### src/rtl/nesfc_pkg.sv
// ----------------------------------------------------------------------------
// nesfc_pkg
// Shared widths, word types, microcode control word and condition codes.
// ----------------------------------------------------------------------------
package nesfc_pkg;

    // Width of row and fold counts
    localparam int COUNT_BITS = 20;
    // Divider bit counter width
    localparam int CNT_W = $clog2(COUNT_BITS);
    // Microcode address width
    localparam int UPC_W = 4;

    // Jump condition codes
    localparam logic [2:0] C_NEVER   = 3'd0;
    localparam logic [2:0] C_ALWAYS  = 3'd1;
    localparam logic [2:0] C_NOSTART = 3'd2;
    localparam logic [2:0] C_EQ      = 3'd3;
    localparam logic [2:0] C_D_DONE  = 3'd4;
    localparam logic [2:0] C_DIVMORE = 3'd5;
    localparam logic [2:0] C_HIT     = 3'd6;

    typedef struct packed {
        logic [COUNT_BITS-1:0] row_count;
        logic [COUNT_BITS-1:0] requested_folds;
    } t_in_word;

    typedef struct packed {
        logic [COUNT_BITS-1:0] chosen_folds;
        logic                  folds_changed;
    } t_out_word;

    // One microcode control word
    typedef struct packed {
        logic [2:0]       cond;
        logic [UPC_W-1:0] target;
        logic             load;
        logic             init;
        logic             div_init;
        logic             div_step;
        logic             cand;
        logic             eval;
        logic             emit_k;
        logic             emit_best;
    } t_uword;

    // Datapath flags seen by the sequencer
    typedef struct packed {
        logic eq;
        logic d_done;
        logic div_more;
        logic hit;
    } t_dp_stat;

endpackage

### src/rtl/nesfc_seq.sv
// ----------------------------------------------------------------------------
// nesfc_seq
// Microcode sequencer: step counter, program ROM and conditional jumps.
// ----------------------------------------------------------------------------
module nesfc_seq import nesfc_pkg::*; (
    input  logic     i_clk,
    input  logic     i_rst_n,
    input  logic     i_start,
    input  t_dp_stat i_stat,
    output t_uword   o_uword,
    output logic     o_busy
);

    // Program step addresses
    localparam logic [UPC_W-1:0] S_IDLE  = 4'd0;
    localparam logic [UPC_W-1:0] S_CHKEQ = 4'd1;
    localparam logic [UPC_W-1:0] S_TEST  = 4'd2;
    localparam logic [UPC_W-1:0] S_DIV   = 4'd3;
    localparam logic [UPC_W-1:0] S_CAND  = 4'd4;
    localparam logic [UPC_W-1:0] S_EVAL  = 4'd5;
    localparam logic [UPC_W-1:0] S_LOOP  = 4'd6;
    localparam logic [UPC_W-1:0] S_EMITK = 4'd7;
    localparam logic [UPC_W-1:0] S_EMITB = 4'd8;

    logic [UPC_W-1:0] r_upc;
    logic [UPC_W-1:0] n_upc;
    t_uword           w_uw;
    logic             w_take;

    // Program ROM
    function automatic t_uword rom(input logic [UPC_W-1:0] a);
        t_uword u;
        u = '0;
        u.cond = C_NEVER;
        u.target = S_IDLE;
        case (a)
            S_IDLE: begin
                u.load = 1'b1;
                u.cond = C_NOSTART;
                u.target = S_IDLE;
            end
            S_CHKEQ: begin
                u.init = 1'b1;
                u.cond = C_EQ;
                u.target = S_EMITK;
            end
            S_TEST: begin
                u.div_init = 1'b1;
                u.cond = C_D_DONE;
                u.target = S_EMITB;
            end
            S_DIV: begin
                u.div_step = 1'b1;
                u.cond = C_DIVMORE;
                u.target = S_DIV;
            end
            S_CAND: begin
                u.cand = 1'b1;
            end
            S_EVAL: begin
                u.eval = 1'b1;
                u.cond = C_HIT;
                u.target = S_EMITK;
            end
            S_LOOP: begin
                u.cond = C_ALWAYS;
                u.target = S_TEST;
            end
            S_EMITK: begin
                u.emit_k = 1'b1;
                u.cond = C_ALWAYS;
                u.target = S_IDLE;
            end
            S_EMITB: begin
                u.emit_best = 1'b1;
                u.cond = C_ALWAYS;
                u.target = S_IDLE;
            end
            default: begin
                u.cond = C_ALWAYS;
                u.target = S_IDLE;
            end
        endcase
        return u;
    endfunction

    assign w_uw = rom(r_upc);

    // Jump condition select
    always_comb begin
        case (w_uw.cond)
            C_NEVER:   w_take = 1'b0;
            C_ALWAYS:  w_take = 1'b1;
            C_NOSTART: w_take = !i_start;
            C_EQ:      w_take = i_stat.eq;
            C_D_DONE:  w_take = i_stat.d_done;
            C_DIVMORE: w_take = i_stat.div_more;
            C_HIT:     w_take = i_stat.hit;
            default:   w_take = 1'b1;
        endcase
        n_upc = w_take ? w_uw.target : r_upc + 1'b1;
    end

    always_ff @(posedge i_clk) begin
        if (!i_rst_n) begin
            r_upc <= S_IDLE;
        end else begin
            r_upc <= n_upc;
        end
    end

    assign o_uword = w_uw;
    assign o_busy  = (r_upc != S_IDLE);

endmodule

### src/rtl/nesfc_dp.sv
// ----------------------------------------------------------------------------
// nesfc_dp
// Datapath: serial restoring divider, round-half-even, best-candidate track.
// ----------------------------------------------------------------------------
module nesfc_dp import nesfc_pkg::*; (
    input  logic      i_clk,
    input  logic      i_rst_n,
    input  logic      i_start,
    input  t_in_word  i_word,
    input  t_uword    i_uword,
    output t_dp_stat  o_stat,
    output t_out_word o_word,
    output logic      o_done
);

    localparam int CB = COUNT_BITS;

    logic [CB-1:0]    r_n, r_k, r_best, r_best_gap, r_d;
    logic [CB-1:0]    r_rem, r_quo, r_cand;
    logic [CNT_W-1:0] r_cnt;
    logic             r_done;
    t_out_word        r_out;

    logic [CB:0]   w_shift, w_diff, w_twice;
    logic          w_up;
    logic [CB-1:0] w_gap, w_init_gap;

    function automatic logic [CB-1:0] abs_gap(input logic [CB-1:0] a,
                                              input logic [CB-1:0] b);
        return (a >= b) ? a - b : b - a;
    endfunction

    // One restoring divide step
    assign w_shift = {r_rem, r_quo[CB-1]};
    assign w_diff  = w_shift - {1'b0, r_d};

    // Round half to even from quotient and remainder
    assign w_twice = {r_rem, 1'b0};
    assign w_up    = (w_twice > {1'b0, r_d}) || ((w_twice == {1'b0, r_d}) && r_quo[0]);

    assign w_gap      = abs_gap(r_cand, r_k);
    assign w_init_gap = abs_gap(r_n, r_k);

    // Status flags
    assign o_stat.eq       = (r_n == r_k);
    assign o_stat.d_done   = (r_d > (r_n >> 1));
    assign o_stat.div_more = (r_cnt != CNT_W'(CB - 1));
    assign o_stat.hit      = (w_gap == '0);

    // Payload registers
    always_ff @(posedge i_clk) begin
        if (i_uword.load && i_start) begin
            r_n <= i_word.row_count;
            r_k <= i_word.requested_folds;
        end
        if (i_uword.init) begin
            r_best     <= r_n;
            r_best_gap <= w_init_gap;
            r_d        <= CB'(2);
        end
        if (i_uword.div_init) begin
            r_rem <= '0;
            r_quo <= r_n;
            r_cnt <= '0;
        end
        if (i_uword.div_step) begin
            r_cnt <= r_cnt + 1'b1;
            if (!w_diff[CB]) begin
                r_rem <= w_diff[CB-1:0];
                r_quo <= {r_quo[CB-2:0], 1'b1};
            end else begin
                r_rem <= w_shift[CB-1:0];
                r_quo <= {r_quo[CB-2:0], 1'b0};
            end
        end
        if (i_uword.cand) begin
            r_cand <= r_quo + CB'(w_up);
        end
        // Keep the earliest candidate at the smallest distance
        if (i_uword.eval) begin
            r_d <= r_d + 1'b1;
            if (w_gap < r_best_gap) begin
                r_best     <= r_cand;
                r_best_gap <= w_gap;
            end
        end
        if (i_uword.emit_k) begin
            r_out.chosen_folds  <= r_k;
            r_out.folds_changed <= 1'b0;
        end else if (i_uword.emit_best) begin
            r_out.chosen_folds  <= r_best;
            r_out.folds_changed <= (r_best != r_k);
        end
    end

    // Result strobe
    always_ff @(posedge i_clk) begin
        if (!i_rst_n) begin
            r_done <= 1'b0;
        end else begin
            r_done <= i_uword.emit_k || i_uword.emit_best;
        end
    end

    assign o_word = r_out;
    assign o_done = r_done;

endmodule

### src/rtl/nearest_even_split_fold_count.sv
// Flow: when the row count equals the request, CHKEQ jumps to EMITK and the request
// is returned unchanged; otherwise m = floor(n/2) - 1 denominators are scanned, each
// through TEST, DIV, CAND, EVAL and LOOP, stopping early when one hits the request.
// Handshake: one word at a time, next start taken on the strobe cycle; the serial
// divider (one quotient bit per cycle) governs how soon the next word is taken.
// Reset: synchronous active low, returns the sequencer to idle, no strobe.
// ----------------------------------------------------------------------------
// nearest_even_split_fold_count
// Chooses a fold count near the request that splits the rows evenly, using a
// microcoded sequencer over a serial divide datapath.
// ----------------------------------------------------------------------------
module nearest_even_split_fold_count import nesfc_pkg::*; (
    input  logic      i_clk,
    input  logic      i_rst_n,
    input  logic      start,
    output logic      busy,
    input  t_in_word  i_word,
    output t_out_word o_word,
    output logic      o_done
);

    t_uword   w_uword;
    t_dp_stat w_stat;
    logic     w_start;

    assign w_start = start && !busy;

    // Program sequencer
    nesfc_seq u_seq (
        .i_clk   (i_clk),
        .i_rst_n (i_rst_n),
        .i_start (w_start),
        .i_stat  (w_stat),
        .o_uword (w_uword),
        .o_busy  (busy)
    );

    // Arithmetic datapath
    nesfc_dp u_dp (
        .i_clk   (i_clk),
        .i_rst_n (i_rst_n),
        .i_start (w_start),
        .i_word  (i_word),
        .i_uword (w_uword),
        .o_stat  (w_stat),
        .o_word  (o_word),
        .o_done  (o_done)
    );

endmodule

### config.mk
export PLATFORM = sky130hd
export DESIGN_NAME = nearest_even_split_fold_count
export DESIGN_NICKNAME = d
export VERILOG_FILES = /design/src/rtl/nesfc_pkg.sv /design/src/rtl/nesfc_seq.sv /design/src/rtl/nesfc_dp.sv /design/src/rtl/nearest_even_split_fold_count.sv
export SDC_FILE = /design/constraint.sdc
export NUM_CORES = 1
export LEC_CHECK = 0
export BUFFER_PORTS_ARGS = -buffer_cell sky130_fd_sc_hd__buf_2
export CORE_MARGIN = 2
export CORE_UTILIZATION = 61
export CTS_CLUSTER_SIZE = 14
export DETAILED_ROUTE_END_ITERATION = 10
export GPL_TIMING_DRIVEN = 0
export PLACE_DENSITY = 0.89
export SKIP_CTS_REPAIR_TIMING = 1
export SLEW_MARGIN = 25
export SYNTH_ARGS = -nofsm -noshare
export SYNTH_HDL_FRONTEND = slang
export SYNTH_HIERARCHICAL = 1
export SYNTH_SLANG_ARGS = --single-unit
export TNS_END_PERCENT = 50
### constraint.sdc
create_clock -name i_clk -period 11.1 [get_ports i_clk]
set_input_delay 0.555 -clock i_clk [delete_from_list [all_inputs] [get_ports i_clk]]
set_output_delay 0.555 -clock i_clk [all_outputs]
set_load 0.01 [all_outputs]
==> run metrics <==
result of the run=complete, no violations; Power Total=3.94 mW; maximum fanout along the worst path=10; wire length of the first global-routing pass=63600 microns; number of I/O port buffers=65; areal power density over the cells=249 nW/um^2; final slew viol count=0; Sink Count=191; Via density=6.19; post-route minimum period=6.44 ns; smallest setup slack after layout=4.66 ns; reported max-cap violation count=0; wire length after detailed routing=41700 microns; number of vias in the routed layout=12400; Die ar.=25000 sq um; total cell area at the placement stage=15200 sq um; minimum setup slack after placement=4.89 ns; CTS tree=done; largest net degree at the start of global routing=46; Post-Route Hold Slack=0.278 ns; class of the most critical setup path=reg2reg; WL per Instance=20.8 microns; core area=23400 sq um; setup total negative slack=0 ns; final cell utilization of the core=0.675; 1st-iter DRT viols=1286; worst-case headroom to the max-slew limit=0.368; site row count=56; Initial Util=0.618; cell area after synthesis=14500 sq um; Setup Viol. Count Final=0; type of the most critical hold path=in2reg; transition time at the pin with the least slew margin=0.948 ns; leak pwr=6.54 nW; Worst-path clk slew=0.08 ns; Syn Nets=1774; layout overhead on the synthesized area=9.18%; Detailed Routing Iterations Pass 1=6; crit path launch type=flip-flop; share of post-route cells with drive strength above 1=0.102; cell at the root of the clock tree=clkbuf_16; r2r setup slk=4.66 ns; maximum root-to-sink buffer count=2; Final Hold Vio Count=0; final net count=1859; final weighted congestion of routability-driven global placement=1.01; Global Route Usage Sum=0.338; I/O pins=66; IR Drop Worst-Case VDD=0.152 mV; Inst Count DP=1967; RSZ-0062 raised after global routing=no; Congestion Overflow GR=0; vertical die dimension=158 microns; detailed-placement wirelength estimate=32900 microns; Max H-tree Level=4; Post-route DRC=0; CP endpoint kind=flip-flop; overall die width=158 microns; antenna violations before repair=4; required time of the worst setup path=11.46 ns; Mapped Cells=1582; Final Cell Area=15800 sq um; maximum clock frequency=155 MHz; CP Data Arrival Time=6.80 ns; count of warnings emitted by yosys=6; number of global-route vias before repair=11900; TritonCTS Buffers=17; synthesized area per cell=9.14 sq um; clock network latency to the later pin of the worst-skew pair=0.45 ns; post-detailed-route count of antenna-violating nets=0; post-route insts no fill=2001; Fin Clk Skew=0.0144 ns; final cycle utilization of the critical path=0.580
## final timing paths
kind | from | endpoint | depth (start not counted)
worst max-delay path | u_dp/r_k[7]$_DFFE_PP_ | u_dp/r_best[16]$_DFF_P_ | 24
worst min register to register | u_dp/o_word[0]$_SDFFE_PP0P_ | u_dp/o_word[0]$_SDFFE_PP0P_ | 2
worst max register to register | u_dp/r_k[7]$_DFFE_PP_ | u_dp/r_best[16]$_DFF_P_ | 24
worst min-delay path | i_word[36] | u_dp/r_n[16]$_DFFE_PP_ | 1
## state kept, by name (all words and copies together), names as in the netlist
signal           count
u_dp/r_n            20
u_dp/r_best         20
u_dp/r_rem          20
u_dp/r_cand         20
u_dp/o_word         21
u_dp/r_k            20
u_dp/r_best_gap     20
u_dp/r_cnt           5
u_seq/r_upc          4
u_dp/r_quo          20
u_dp/r_d            20
u_dp/o_done          1
## critical path: stages, from the launching register on
cell and delay (ns):
edfxtp_1 0.60, inv_1 0.17, ha_1 0.31, buf_2 0.20
nand4_1 0.22, a211oi_1 0.49, o21ba_2 0.25, o21a_1 0.22
nor2_2 0.13, buf_2 0.24, a21o_1 0.20, xnor2_1 0.34
inv_1 0.10, ha_1 0.20, a21oi_1 0.13, o21ai_0 0.10
a2111oi_0 0.40, a211oi_1 0.14, a2111oi_0 0.33, nor2_1 0.09
o21ai_0 0.39, clkbuf_8 0.28, clkbuf_1 0.54, nand2_1 0.15
o21ai_0 0.12
## final cells by class
type | count | area, sq um
multi-input cells | 1191 | 8320
repair buffers | 66 | 345
clock inverters | 15 | 149
clock buffers | 17 | 425
flip-flops and latches | 191 | 5280
well taps | 319 | 399
diodes | 2 | 5.00
fillers | 1883 | 7610
plain buffers | 64 | 355
inverters | 136 | 510
## report_power, final
part	switching, mW	internal [mW]
registers	0.196	1.02
logic	1.26	0.856
clock network	0.301	0.298
total	1.76	2.17
## cell usage in the layout, fill, tap and decap left out, types with 12 or more instances in the layout
cell,count
inv_1,136
o21ai_0,130
o21bai_1,16
clkbuf_1,35
and2_1,35
xnor2_1,81
mux2i_1,63
a21o_1,34
nor2b_1,14
clkbuf_16,17
buf_2,78
xor2_1,28
a21oi_1,96
dfxtp_1,46
a31oi_1,12
nand4_1,32
a211oi_1,16
or2_2,13
edfxtp_1,145
nor2_1,88
nor3_1,24
nand3_1,38
nand2b_1,13
ha_1,144
nand2_1,163
and3_1,13
## metal layers
layer,share of wire,global-route usage,vias up
met2,0.48,0.569,578
li1,-,-,5800
met4,0.052,0.178,4
met1,0.40,0.423,5875
met3,0.069,0.0468,134
met5,0.00050,0,-
(Power assumes the default switching activity.)
